$ cat src/rtl/slip_frame_decoder_core_assert.svh
// Assertion macros used by the SLIP decoder datapath.
`ifndef SLIP_FRAME_DECODER_CORE_ASSERT_SVH
`define SLIP_FRAME_DECODER_CORE_ASSERT_SVH

// Implication or plain property checked on every clock edge out of reset.
`define SFD_ASSERT(lbl, clk, rst_n, prop, msg) \
    lbl: assert property (@(posedge clk) disable iff (!rst_n) prop) else $error(msg);

// Condition that must never be true out of reset.
`define SFD_NEVER(lbl, clk, rst_n, cond, msg) \
    lbl: assert property (@(posedge clk) disable iff (!rst_n) !(cond)) else $error(msg);

`endif

$ cat src/rtl/sfd_pkg.sv
`timescale 1ns / 1ps

package sfd_pkg;

    localparam int DEF_BUF_DEPTH = 64;

    localparam logic [7:0] MARK_END = 8'hC0;
    localparam logic [7:0] MARK_ESC = 8'hDB;
    localparam logic [7:0] ESC_END  = 8'hDC;
    localparam logic [7:0] ESC_ESC  = 8'hDD;

    typedef enum logic [2:0] {
        ST_WAIT,
        ST_COLLECT,
        ST_ESCAPE,
        ST_EMIT_RD,
        ST_EMIT_LD
    } t_state;

    typedef enum logic [1:0] {
        WR_RAW,
        WR_END,
        WR_ESC
    } t_wr_sel;

    typedef struct packed {
        logic    wr_en;
        t_wr_sel wr_sel;
        logic    clr;
        logic    rd_en;
        logic    out_load;
    } t_dp_cmd;

    typedef struct packed {
        logic count_zero;
        logic out_free;
        logic rd_last;
    } t_dp_stat;

endpackage

$ cat src/rtl/sfd_ctrl.sv
`timescale 1ns / 1ps

module sfd_ctrl (
    input  logic             i_clk,
    input  logic             i_rst_n,
    input  logic             i_in_valid,
    input  logic [7:0]       i_rx_byte,
    input  sfd_pkg::t_dp_stat i_stat,
    output logic             o_in_stall,
    output sfd_pkg::t_dp_cmd o_cmd
);
    import sfd_pkg::*;

    t_state r_state;
    t_state n_state;
    logic   w_accept;

    assign w_accept = i_in_valid && !o_in_stall;

    always_ff @(posedge i_clk) begin
        if (!i_rst_n) begin
            r_state <= ST_WAIT;
        end else begin
            r_state <= n_state;
        end
    end

    // Next state.
    always_comb begin
        n_state = r_state;
        unique case (r_state)
            ST_WAIT: begin
                if (w_accept && i_rx_byte == MARK_END) begin
                    n_state = ST_COLLECT;
                end
            end
            ST_COLLECT: begin
                if (w_accept) begin
                    if (i_rx_byte == MARK_END) begin
                        n_state = i_stat.count_zero ? ST_WAIT : ST_EMIT_RD;
                    end else if (i_rx_byte == MARK_ESC) begin
                        n_state = ST_ESCAPE;
                    end
                end
            end
            ST_ESCAPE: begin
                if (w_accept) begin
                    if (i_rx_byte == ESC_END || i_rx_byte == ESC_ESC) begin
                        n_state = ST_COLLECT;
                    end else begin
                        n_state = ST_WAIT;
                    end
                end
            end
            ST_EMIT_RD: begin
                if (i_stat.out_free) begin
                    n_state = ST_EMIT_LD;
                end
            end
            ST_EMIT_LD: begin
                n_state = i_stat.rd_last ? ST_WAIT : ST_EMIT_RD;
            end
            default: n_state = ST_WAIT;
        endcase
    end

    // Outputs.
    always_comb begin
        o_in_stall     = 1'b1;
        o_cmd.wr_en    = 1'b0;
        o_cmd.wr_sel   = WR_RAW;
        o_cmd.clr      = 1'b0;
        o_cmd.rd_en    = 1'b0;
        o_cmd.out_load = 1'b0;
        unique case (r_state)
            ST_WAIT: begin
                o_in_stall = 1'b0;
                if (i_in_valid && i_rx_byte == MARK_END) begin
                    o_cmd.clr = 1'b1;
                end
            end
            ST_COLLECT: begin
                o_in_stall = 1'b0;
                if (i_in_valid) begin
                    if (i_rx_byte == MARK_END) begin
                        o_cmd.clr = i_stat.count_zero;
                    end else if (i_rx_byte != MARK_ESC) begin
                        o_cmd.wr_en = 1'b1;
                    end
                end
            end
            ST_ESCAPE: begin
                o_in_stall = 1'b0;
                if (i_in_valid) begin
                    if (i_rx_byte == ESC_END) begin
                        o_cmd.wr_en  = 1'b1;
                        o_cmd.wr_sel = WR_END;
                    end else if (i_rx_byte == ESC_ESC) begin
                        o_cmd.wr_en  = 1'b1;
                        o_cmd.wr_sel = WR_ESC;
                    end else begin
                        o_cmd.clr = 1'b1;
                    end
                end
            end
            ST_EMIT_RD: begin
                o_cmd.rd_en = i_stat.out_free;
            end
            ST_EMIT_LD: begin
                o_cmd.out_load = 1'b1;
                o_cmd.clr      = i_stat.rd_last;
            end
            default: begin
                o_in_stall = 1'b1;
            end
        endcase
    end

endmodule

$ cat src/rtl/sfd_datapath.sv
`timescale 1ns / 1ps

`include "slip_frame_decoder_core_assert.svh"

module sfd_datapath #(
    parameter int BUF_DEPTH = sfd_pkg::DEF_BUF_DEPTH
) (
    input  logic              i_clk,
    input  logic              i_rst_n,
    input  logic [7:0]        i_rx_byte,
    input  logic              i_out_stall,
    input  sfd_pkg::t_dp_cmd  i_cmd,
    output sfd_pkg::t_dp_stat o_stat,
    output logic              o_out_valid,
    output logic [7:0]        o_data_byte,
    output logic              o_last_byte,
    output logic              o_truncated
);
    import sfd_pkg::*;

    localparam int CW = $clog2(BUF_DEPTH + 1);
    localparam int AW = (BUF_DEPTH > 1) ? $clog2(BUF_DEPTH) : 1;

    logic [7:0]    r_mem [BUF_DEPTH];
    logic [7:0]    r_rd_data;
    logic [CW-1:0] r_count;
    logic          r_ovf;
    logic [AW-1:0] r_rd_ptr;
    logic          r_out_valid;
    logic [7:0]    r_out_data;
    logic          r_out_last;
    logic          r_out_trunc;
    logic [7:0]    w_wr_data;
    logic          w_room;

    always_comb begin
        case (i_cmd.wr_sel)
            WR_END:  w_wr_data = MARK_END;
            WR_ESC:  w_wr_data = MARK_ESC;
            default: w_wr_data = i_rx_byte;
        endcase
    end

    assign w_room = (r_count < CW'(BUF_DEPTH));

    always_ff @(posedge i_clk) begin
        if (i_cmd.wr_en && w_room) begin
            r_mem[r_count[AW-1:0]] <= w_wr_data;
        end
        if (i_cmd.rd_en) begin
            r_rd_data <= r_mem[r_rd_ptr];
        end
    end

    always_ff @(posedge i_clk) begin
        if (!i_rst_n) begin
            r_count  <= '0;
            r_ovf    <= 1'b0;
            r_rd_ptr <= '0;
        end else if (i_cmd.clr) begin
            r_count  <= '0;
            r_ovf    <= 1'b0;
            r_rd_ptr <= '0;
        end else begin
            if (i_cmd.wr_en) begin
                if (w_room) begin
                    r_count <= r_count + CW'(1);
                end else begin
                    r_ovf <= 1'b1;
                end
            end
            if (i_cmd.out_load) begin
                r_rd_ptr <= r_rd_ptr + AW'(1);
            end
        end
    end

    always_ff @(posedge i_clk) begin
        if (!i_rst_n) begin
            r_out_valid <= 1'b0;
        end else if (i_cmd.out_load) begin
            r_out_valid <= 1'b1;
        end else if (!i_out_stall) begin
            r_out_valid <= 1'b0;
        end
    end

    always_ff @(posedge i_clk) begin
        if (i_cmd.out_load) begin
            r_out_data  <= r_rd_data;
            r_out_last  <= o_stat.rd_last;
            r_out_trunc <= r_ovf;
        end
    end

    assign o_stat.count_zero = (r_count == '0);
    assign o_stat.out_free   = !r_out_valid || !i_out_stall;
    assign o_stat.rd_last    = ((CW'(r_rd_ptr) + CW'(1)) == r_count);

    assign o_out_valid = r_out_valid;
    assign o_data_byte = r_out_data;
    assign o_last_byte = r_out_last;
    assign o_truncated = r_out_trunc;

    `SFD_NEVER(a_load_over_full, i_clk, i_rst_n, i_cmd.out_load && r_out_valid, "output register overwritten")
    `SFD_ASSERT(a_load_after_read, i_clk, i_rst_n, i_cmd.out_load |-> $past(i_cmd.rd_en), "output load without a preceding read")
    `SFD_NEVER(a_count_range, i_clk, i_rst_n, r_count > CW'(BUF_DEPTH), "byte count beyond buffer depth")

endmodule

$ cat src/rtl/slip_frame_decoder_core.sv
`timescale 1ns / 1ps

// SLIP receive decoder. Raw line bytes enter on i_in_valid / i_rx_byte, and a
// request is taken at a clock edge where i_in_valid is high and o_in_stall is
// low. While a frame is being collected one byte is taken every cycle; the
// escaped pairs are resolved on the way into the frame buffer.
// When a closing delimiter arrives after at least one payload byte, the input
// stalls and the buffered frame is read out on o_out_valid / o_data_byte, one
// request per byte, with o_last_byte on the final byte and o_truncated on every
// byte of a frame that overflowed the buffer. Each byte is read through the
// single registered read port of the frame buffer and then loaded into the
// output register before the next byte is read.
// Input is taken again in the cycle after the last byte enters the output
// register. A stall from the receiver holds the output register and pauses
// the readout; while collecting, a waiting result does not hold up the input.
// Synchronous reset puts the decoder into the state that waits for an opening
// delimiter and empties the output register; the buffer contents are not
// cleared.
module slip_frame_decoder_core #(
    parameter int BUF_DEPTH = sfd_pkg::DEF_BUF_DEPTH
) (
    input  logic       i_clk,
    input  logic       i_rst_n,
    input  logic       i_in_valid,
    output logic       o_in_stall,
    input  logic [7:0] i_rx_byte,
    output logic       o_out_valid,
    input  logic       i_out_stall,
    output logic [7:0] o_data_byte,
    output logic       o_last_byte,
    output logic       o_truncated
);
    import sfd_pkg::*;

    t_dp_cmd  w_cmd;
    t_dp_stat w_stat;

    sfd_ctrl u_ctrl (
        .i_clk      (i_clk),
        .i_rst_n    (i_rst_n),
        .i_in_valid (i_in_valid),
        .i_rx_byte  (i_rx_byte),
        .i_stat     (w_stat),
        .o_in_stall (o_in_stall),
        .o_cmd      (w_cmd)
    );

    sfd_datapath #(
        .BUF_DEPTH (BUF_DEPTH)
    ) u_datapath (
        .i_clk       (i_clk),
        .i_rst_n     (i_rst_n),
        .i_rx_byte   (i_rx_byte),
        .i_out_stall (i_out_stall),
        .i_cmd       (w_cmd),
        .o_stat      (w_stat),
        .o_out_valid (o_out_valid),
        .o_data_byte (o_data_byte),
        .o_last_byte (o_last_byte),
        .o_truncated (o_truncated)
    );

endmodule

$ cat config.mk
export PLATFORM = sky130hd
export DESIGN_NAME = slip_frame_decoder_core
export DESIGN_NICKNAME = d
export VERILOG_FILES = /design/src/rtl/sfd_pkg.sv /design/src/rtl/sfd_ctrl.sv /design/src/rtl/sfd_datapath.sv /design/src/rtl/slip_frame_decoder_core.sv
export VERILOG_INCLUDE_DIRS = /design/src /design/src/rtl
export SDC_FILE = /design/constraint.sdc
export NUM_CORES = 1
export LEC_CHECK = 0
export ABC_AREA = 1
export BUFFER_PORTS_ARGS = -buffer_cell sky130_fd_sc_hd__buf_4
export CORE_ASPECT_RATIO = 1.4
export CORE_UTILIZATION = 40
export CTS_CLUSTER_DIAMETER = 80
export DETAILED_ROUTE_END_ITERATION = 10
export GPL_TIMING_DRIVEN = 0
export PLACE_DENSITY = 0.57
export RECOVER_POWER = 50
export SETUP_SLACK_MARGIN = 0.02
export SLEW_MARGIN = 20
export SYNTH_ARGS = -nofsm -noshare
export SYNTH_HDL_FRONTEND = slang
export SYNTH_SLANG_ARGS = --single-unit
$ cat constraint.sdc
create_clock -name i_clk -period 7.25 [get_ports i_clk]
set_clock_uncertainty 0.1 [all_clocks]
set_input_delay 2.175 -clock i_clk [delete_from_list [all_inputs] [get_ports i_clk]]
set_output_delay 2.175 -clock i_clk [all_outputs]
set_load 0.01 [all_outputs]
==> results of run 1 <==
## cells by family after synthesis
| kind of cell | after synthesis |
|---|---|
| fa+ha+maj | 4 |
| simple gates | 632 |
| buf+inv | 161 |
| xor+xnor | 6 |
| compound gates | 423 |
| flops | 548 |
## report_power, final
part	internal, mW	switching [mW]	total, mW
sequential	3.47	0.00398	3.48
combinational	0.0459	0.140	0.186
clock	1.47	1.16	2.62
total	4.99	1.30	6.29
## layout make-up
class | instances | area, um2
clock buffers | 64 | 1370
inverters | 49 | 188
well taps | 721 | 902
repair buffers | 37 | 394
flip-flops and latches | 548 | 16300
clock inverters | 26 | 216
fillers | 5008 | 29500
plain buffers | 112 | 480
multi-input cells | 1065 | 5270
## registers in the layout, indices dropped and copies added, names as in the netlist
name / flops
u_datapath.o_data_byte: 8
u_datapath.r_rd_ptr: 6
u_datapath.r_count: 7
u_datapath.o_out_valid: 1
u_datapath.r_ovf: 1
u_ctrl.r_state: 3
u_datapath.r_mem: 512
u_datapath.r_rd_data: 8
u_datapath.o_last_byte: 1
u_datapath.o_truncated: 1
## how the worst max path moves through the flow
| stage | endpoint | startpoint |
|---|---|---|
| final | u_datapath.r_mem[59][7] | i_rx_byte[4] |
| after global routing | u_datapath.r_mem[59][7] | i_rx_byte[4] |
| after CTS | u_datapath.r_mem[39][0] | i_rx_byte[4] |
| after detailed placement | u_datapath.r_mem[51][5] | i_rx_byte[4] |
| after global placement | u_datapath.r_mem[48][4] | i_rx_byte[5] |
| after floorplan | u_datapath.r_mem[0][4] | i_rx_byte[4] |
## placed cells by master, fill, tap and decap left out, types with 2 or more instances in the layout
cell       synthesis  final
dfxtp_1           18     18
ha_1               4      4
buf_4              1      8
buf_1              2      2
nor3_1            12     11
o211ai_1          49     50
buf_2             40     39
nand2_2            3      2
o21ai_0          239    236
nand3_1          105    110
o21ai_4            0      3
clkbuf_1          66     97
buf_16             0      8
xor2_1             5      5
clkbuf_4           0      3
a21oi_1           19     19
clkbuf_16          0     53
o22ai_1           32     32
inv_1             42     41
o21ai_1           16     16
nor2_2            12     11
edfxtp_1         530    530
nand2_1          149    150
bufinv_16          0      4
nor2_1           337    339
inv_2              6      5
o221ai_1          64     64
clkinv_2           0      8
nor3_2             3      4
clkinv_1           1     14
## layer usage
metal	global-route usage, %	up-vias	part of all wire [%]
met3	5.28	258	9.0
met4	18.7	2	7.7
met1	31.5	7706	35
met5	0	-	0.017
met2	44.9	925	48
li1	-	6724	-
==> impl_metrics.ini, run 1 <==
[routing]
dr_total_vias = 15600
drtIter0Drc = 2171
drc = 0
drtPass1Iterations = 5
drtAntennaViolNets = 0
wl_per_cell_um = 28.9
drt-total-wl_mm = 75.8
post_drt_via_cell_ratio = 5.96

[layout]
instances_no_fill = 2622
syn2layout_area_growth_pct = 12.8
nets = 1879
final_util_pct = 46.0
fin_area_um2 = 25100
antennaDiodeCount = 0
drive_gt1_share_pct = 8.21

[setup_path]
crit_chain = clkbuf_4 -> inv_1 -> nor3_1 -> nand2_1 -> or3_1 -> ha_1 -> inv_1 -> or2_1
reg2reg_slack_ns = 2.96
crit_required_ns = 7.20
path_buf_inv = 3
r2r_cells = 7
critPathCaptureType = register
start_kind = primary input
crit-reg2reg-launch = u_ctrl.r_state[1]
r2r_end = u_datapath.r_mem[59][7]
slowest_delay_ns = 1.77
worstPathMaxFanout = 64
cp.arrival_ns = 5.55
cp_common_cell = inv_1
crit_slowest_cell = or2_1
path_class = primary input to register
crit_cells = 8
path_delay_family = simple AND/OR/NAND/NOR gates

[global_route]
grt_use_total_pct = 27.0
antenna_found_initial = 1
grt_overflow = 0
grt_pass1_vias = 15300
grt_pass1_wl_mm = 107
grt_max_degree = 65

[yosys]
synth_warnings = 0
yosysTopAreaCellShare_pct = 71.6
yosys_most_used_dff = edfxtp_1
synth.cell_area_um2 = 22200
ys_top_cells_by_area = edfxtp_1 (72%), nor2_1 (5.7%), o21ai_0 (5.4%), o221ai_1 (2.5%), nand2_1 (2.5%)
synth-simple-area-share_pct = 11.9
synth_top_cell_by_area = edfxtp_1
synth_common_cells = edfxtp_1 (530), nor2_1 (337), o21ai_0 (239)
syn_nets = 1790
ys_seq_elements = 548
synth-seq-area-share_pct = 73.2
synth.area.mux_share_pct = 0
synth_xor_xnor_area_share_pct = 0.236
async_flop_share_pct = 0
avgSynthCellArea_um2 = 12.5
synth.most_common_cell = edfxtp_1
synth_adder_area_share_pct = 0.225
synth_top_family_by_area = simple AND/OR/NAND/NOR gates
postSynthCellCount = 1774
ys_types = 36
synth_compound_area_share_pct = 11.4
synth_edf_count = 530

[floorplan]
die_area_um2 = 56600
die_y_um = 281
num_io_pins = 24
start_util_pct = 40.7
std_cell_rows = 101
die_x_um = 201
core_area_um2 = 54600

[sta]
slew_headroom_pct = -59.1
hold_slack_ns = 0.323
period_share_pct = 77.1
setup_viol_count_final = 0
fin_crit_ns = 5.59
fmax_ghz = 0.179
final.setup.worst_slack_ns = 1.66
final_hold_viol_count = 0
worstMarginPinSlew_ns = 2.39
rsz0062_at_grt = no
setup_tns_ns = 0
maxSlewViolCount = 65

[place]
preCtsSetupSlack_ns = 2.01
io_buffer_count = 23
finalWeightedCongestion = 0.982
post_dp_cell_area_um2 = 23700
place_hpwl_mm = 52.3
placedCellCount = 2532

[power]
p_total_mw = 6.29
leakage_nw = 8.15
peakVddDrop_mv = 0.159
power_density_nw_per_um2 = 251

[flow_run]
cap_viol_max_count = 1

[clock_tree]
clk_path_buf_depth = 3
numClockSinks = 548
cts.htree.levels = 2
cts_setup_buffers = 0
ctsHoldBuffers = 0
clk_pin_slew_worst_paths_ns = 0.06
cts_tree = built
clock_latency_ns = 0.62
numCtsBuffers = 50
postCtsResizedCells = 0
cts_root_buffer = clkbuf_16

[min_path]
hold-path-cell-count = 0
hp-class = register to register
min-delay-start = u_datapath.r_rd_data[2]
whs_endpoint = u_datapath.o_data_byte[2]

[status]
violations = max-capacitance violations, max-slew violations
status = finished with violations
(Power assumes the default switching activity.)
==> run 2: changes to the inputs <==
- ABC_AREA: 1 -> 0
- clock period: 7.25 -> 5.6 ns (I/O delays scaled with it)
==> impl_metrics.ini, run 2 <==
[yosys]
syn_nets = 1105
ys_top_cells_by_area = edfxtp_1 (74%), mux4_2 (13%), dfxtp_1 (1.7%), nor2_1 (1.6%), mux2i_1 (0.84%)
synth.cell_area_um2 = 21600
yosys_most_used_dff = edfxtp_1
synth_edf_count = 530
avgSynthCellArea_um2 = 19.8
async_flop_share_pct = 0
synth_compound_area_share_pct = 3.31
ys_seq_elements = 548
synth.most_common_cell = edfxtp_1
synth_top_family_by_area = multiplexers
postSynthCellCount = 1089
synth.area.mux_share_pct = 14.4
synth_top_cell_by_area = edfxtp_1
synth_xor_xnor_area_share_pct = 0.731
synth-simple-area-share_pct = 4.49
synth_adder_area_share_pct = 0.232
synth_common_cells = edfxtp_1 (530), mux4_2 (129), nor2_1 (92)
yosysTopAreaCellShare_pct = 73.8
ys_types = 51
synth_warnings = 0
synth-seq-area-share_pct = 75.5

[setup_path]
critPathCaptureType = register
cp.arrival_ns = 4.86
crit_required_ns = 5.76
worstPathMaxFanout = 40
start_kind = primary input
path_class = primary input to register

[place]
post_dp_cell_area_um2 = 22700
io_buffer_count = 23
placedCellCount = 1828
finalWeightedCongestion = 0.875
preCtsSetupSlack_ns = 0.553
place_hpwl_mm = 32.9

[layout]
antennaDiodeCount = 0
syn2layout_area_growth_pct = 11.7
instances_no_fill = 1918
drive_gt1_share_pct = 19.8
nets = 1183
mostFrequentLayoutCell = edfxtp_1
fin_area_um2 = 24100
layout_common_cells = edfxtp_1 (530), mux4_2 (129), nor2_1 (92)
largest_register_ffs = 512

[clock_tree]
cts_root_buffer = clkbuf_16
numCtsBuffers = 51
postCtsResizedCells = 0
clock_latency_ns = 0.59
cts_setup_buffers = 0
numClockSinks = 548
cts_tree = built
ctsHoldBuffers = 0
clk_path_buf_depth = 3
cts.htree.levels = 2
clk_pin_slew_worst_paths_ns = 0.06

[routing]
routed-wl-met2_mm = 26.1
dr_total_vias = 10600
wl_per_cell_um = 26.3
wl_met3_mm = 2.35
drtIter0Drc = 922
drtPass1Iterations = 5
drc = 0
topRoutingLayerUsed = met4
drt-total-wl_mm = 50.5
wl_met1_mm = 19.4
drtAntennaViolNets = 0
post_drt_via_cell_ratio = 5.52

[sta]
period_share_pct = 83.9
worstMarginPinSlew_ns = 1.41
rsz0062_at_grt = no
final_hold_viol_count = 0
slew_headroom_pct = 5.92
final.setup.worst_slack_ns = 0.902
setup_tns_ns = 0
fin_crit_ns = 4.70
maxSlewViolCount = 0
fmax_ghz = 0.213
setup_viol_count_final = 0

[power]
combPwrFrac_pct = 1.3
p_total_mw = 7.78
cellInternalPower_mw = 6.21
power_density_nw_per_um2 = 323
switching_power_mw = 1.57
netSwitchingFraction_pct = 20.2
p_seq_share_pct = 57.7
leakage_nw = 7.14
peakVddDrop_mv = 0.189
pwr-share-clk_pct = 40.9

[min_path]
hp-class = register to register

[floorplan]
core_area_um2 = 53200
std_cell_rows = 100
start_util_pct = 40.6
die_x_um = 198
die_area_um2 = 54900
die_y_um = 277
num_io_pins = 24

[status]
status = complete, no violations

[global_route]
grt_overflow = 0
grt_use_total_pct = 18.9
grt_pass1_wl_mm = 73.8
antenna_found_initial = 0
grt_pass1_vias = 10900
grt_max_degree = 65

[flow_run]
cap_viol_max_count = 0
run 2: worst paths after layout:
kind,slack (ns),from,depth (start not counted),endpoint
max reg2reg,1.62,u_datapath.r_rd_ptr[2],8,u_datapath.r_rd_data[0]
min,0.32,u_datapath.r_rd_data[6],0,u_datapath.o_data_byte[6]
min reg2reg,0.32,u_datapath.r_rd_data[6],0,u_datapath.o_data_byte[6]
max,0.90,i_rx_byte[5],7,u_datapath.r_mem[1][5]
run 2: through the flow:
stage / utilization (%) / hold slack (ns)
2_1_floorplan: - / 0.300
3_3_place_gp: 42.6 / 0.305
3_5_place_dp: 42.7 / 0.307
4_1_cts: 45.5 / 0.318
5_1_grt: 45.3 / 0.323
6_report: 45.3 / 0.317
run 2: critical path: stages:
cell and delay, ns:
buf_4 0.12, nand4bb_1 0.20, or2_2 0.35, nor4_1 0.31, ha_1 0.33, and2_0 1.01
clkbuf_2 0.83
run 2: cells by family after synthesis:
logic type / after synthesis
AO/OA/AOI/OAI: 98
XOR/XNOR: 18
adder cells (fa/ha/maj): 4
buffers and inverters: 67
flip-flops: 548
multiplexers: 149
AND/OR/NAND/NOR: 205
run 2: final cells by class:
class / count / area [um2]
sequential: 548 / 16300
timing repair buffer: 25 / 149
multi-input combinational: 474 / 4990
clock buffer: 62 / 1340
clock inverter: 28 / 151
buffer: 58 / 253
fill: 4532 / 29100
inverter: 9 / 33.8
tap: 714 / 893
run 2: metal layers:
metal,up-vias,global-route usage (%)
met2,327,32.5
met3,113,2.34
met5,-,0
met4,0,9.40
li1,4629,-
met1,5526,23.3
run 2: power groups by stage:
stage                     registers (mW)  clock network, mW  logic (mW)
final                               4.49               3.18       0.104
after detailed placement            4.58                  0       0.113
after global placement              4.59                  0       0.100
after floorplan                     4.58                  0      0.0553
after global routing                4.49               3.39       0.115
after CTS                           4.49               3.25       0.112
==> run 3: changes to the inputs <==
- clock period: 5.6 -> 4.42 ns (I/O delays scaled with it)
==> impl_metrics.ini, run 3 (synthesis gave the netlist of run 2 again) <==
[status]
status = complete, no violations

[floorplan]
die_y_um = 277
num_io_pins = 24
die_x_um = 198
die_area_um2 = 54900
std_cell_rows = 100
core_area_um2 = 53200
start_util_pct = 40.6

[clock_tree]
cts_root_buffer = clkbuf_16
clock_latency_ns = 0.59
cts.htree.levels = 2
numClockSinks = 548
cts_setup_buffers = 0
numCtsBuffers = 51
ctsHoldBuffers = 0
postCtsResizedCells = 0
clk_path_buf_depth = 3
clk_pin_slew_worst_paths_ns = 0.07
cts_tree = built

[routing]
drt-total-wl_mm = 50.4
drtIter0Drc = 871
wl_per_cell_um = 26.3
drtPass1Iterations = 6
drc = 0
post_drt_via_cell_ratio = 5.53
drtAntennaViolNets = 0
dr_total_vias = 10600

[global_route]
grt_max_degree = 65
grt_pass1_wl_mm = 73.8
met3_usage_pct = 2.34
met2_usage_pct = 32.5
antenna_found_initial = 0
grt_overflow = 0
grt_use_total_pct = 18.9
grt_pass1_vias = 10900
grt_util_met1_pct = 23.3
top_usage_layer = met2

[setup_path]
path_class = primary input to register
crit_required_ns = 4.52
setup.worst_path.end = u_datapath.r_mem[46][1]
crit_start = i_rx_byte[1]
reg2reg_slack_ns = 0.62
crit-reg2reg-launch = u_datapath.r_rd_ptr[1]
cp.arrival_ns = 4.35
r2r_end = u_datapath.r_rd_data[2]
critPathCaptureType = register
r2r_cells = 8
start_kind = primary input
worstPathMaxFanout = 8

[layout]
drive_gt1_share_pct = 19.9
mostFrequentLayoutCell = edfxtp_1
syn2layout_area_growth_pct = 11.8
largest_register_ffs = 512
layout_common_cells = edfxtp_1 (530), mux4_2 (129), nor2_1 (92)
nets = 1183
fin_area_um2 = 24100
antennaDiodeCount = 0

[place]
place_hpwl_mm = 32.9
finalWeightedCongestion = 0.875
post_dp_cell_area_um2 = 22700
preCtsSetupSlack_ns = -0.273
io_buffer_count = 23

[sta]
fmax_ghz = 0.235
slew_headroom_pct = 5.57
setup_viol_count_final = 0
final.setup.worst_slack_ns = 0.172
rsz0062_at_grt = no
worstMarginPinSlew_ns = 1.42
period_share_pct = 96.1
setup_tns_ns = 0
final_hold_viol_count = 0
fin_crit_ns = 4.25
maxSlewViolCount = 0

[power]
switching_power_mw = 1.99
p_total_mw = 9.86
netSwitchingFraction_pct = 20.2
cellInternalPower_mw = 7.87
power_density_nw_per_um2 = 409
peakVddDrop_mv = 0.239
combPwrFrac_pct = 1.4
pwr-share-clk_pct = 40.9
leakage_nw = 7.15
p_seq_share_pct = 57.7

[min_path]
hp-class = register to register

[flow_run]
cap_viol_max_count = 0
run 3: critical path: stages:
cell,delay [ns]
clkbuf_1,0.11
nand4bb_1,0.21
or4_1,0.58
o22ai_1,0.47
nand3_1,0.71
nor2_1,0.94
run 3: per-stage QoR:
step | utilization, % | std cells | hold slack [ns]
2_1_floorplan | - | 1089 | 0.300
3_3_place_gp | 42.6 | 1826 | 0.305
3_5_place_dp | 42.7 | 1828 | 0.307
4_1_cts | 45.5 | 1918 | 0.318
5_1_grt | 45.3 | 1918 | 0.323
6_report | 45.3 | 1918 | 0.315
run 3: how the worst min path moves through the flow:
stage / start / to / slack (ns) / cells past startpoint
finish: u_datapath.r_rd_data[0] / u_datapath.o_data_byte[0] / 0.32 / 0
global route: u_datapath.r_rd_data[3] / u_datapath.o_data_byte[3] / 0.32 / 0
CTS: u_datapath.r_rd_data[6] / u_datapath.o_data_byte[6] / 0.32 / 0
detailed placement: u_datapath.r_rd_data[6] / u_datapath.o_data_byte[6] / 0.31 / 0
global placement: u_datapath.r_rd_data[6] / u_datapath.o_data_byte[6] / 0.30 / 0
floorplan: u_datapath.r_rd_data[0] / u_datapath.o_data_byte[0] / 0.30 / 0
run 3: final cells by class:
type / count / area (um2)
timing repair buffer: 25 / 149
fill: 4531 / 29100
clock inverter: 28 / 151
inverter: 9 / 33.8
buffer: 58 / 254
sequential: 548 / 16300
multi-input combinational: 474 / 5010
tap: 714 / 893
clock buffer: 62 / 1340
run 3: per-layer routing:
metal / wire (um) / share of wire, % / vias to the layer above
met5: 0 / 0 / -
met4: 2620 / 5.2 / 0
met3: 2360 / 4.7 / 116
met2: 26100 / 52 / 335
met1: 19400 / 38 / 5526
li1: - / - / 4621
run 3: power groups by stage:
| stage | Sequential, mW | Clock, mW | Combinational [mW] |
|---|---|---|---|
| after floorplan | 5.80 | 0 | 0.0701 |
| after global placement | 5.81 | 0 | 0.127 |
| after detailed placement | 5.80 | 0 | 0.143 |
| after CTS | 5.69 | 4.11 | 0.142 |
| after global routing | 5.69 | 4.29 | 0.147 |
| final | 5.69 | 4.03 | 0.133 |
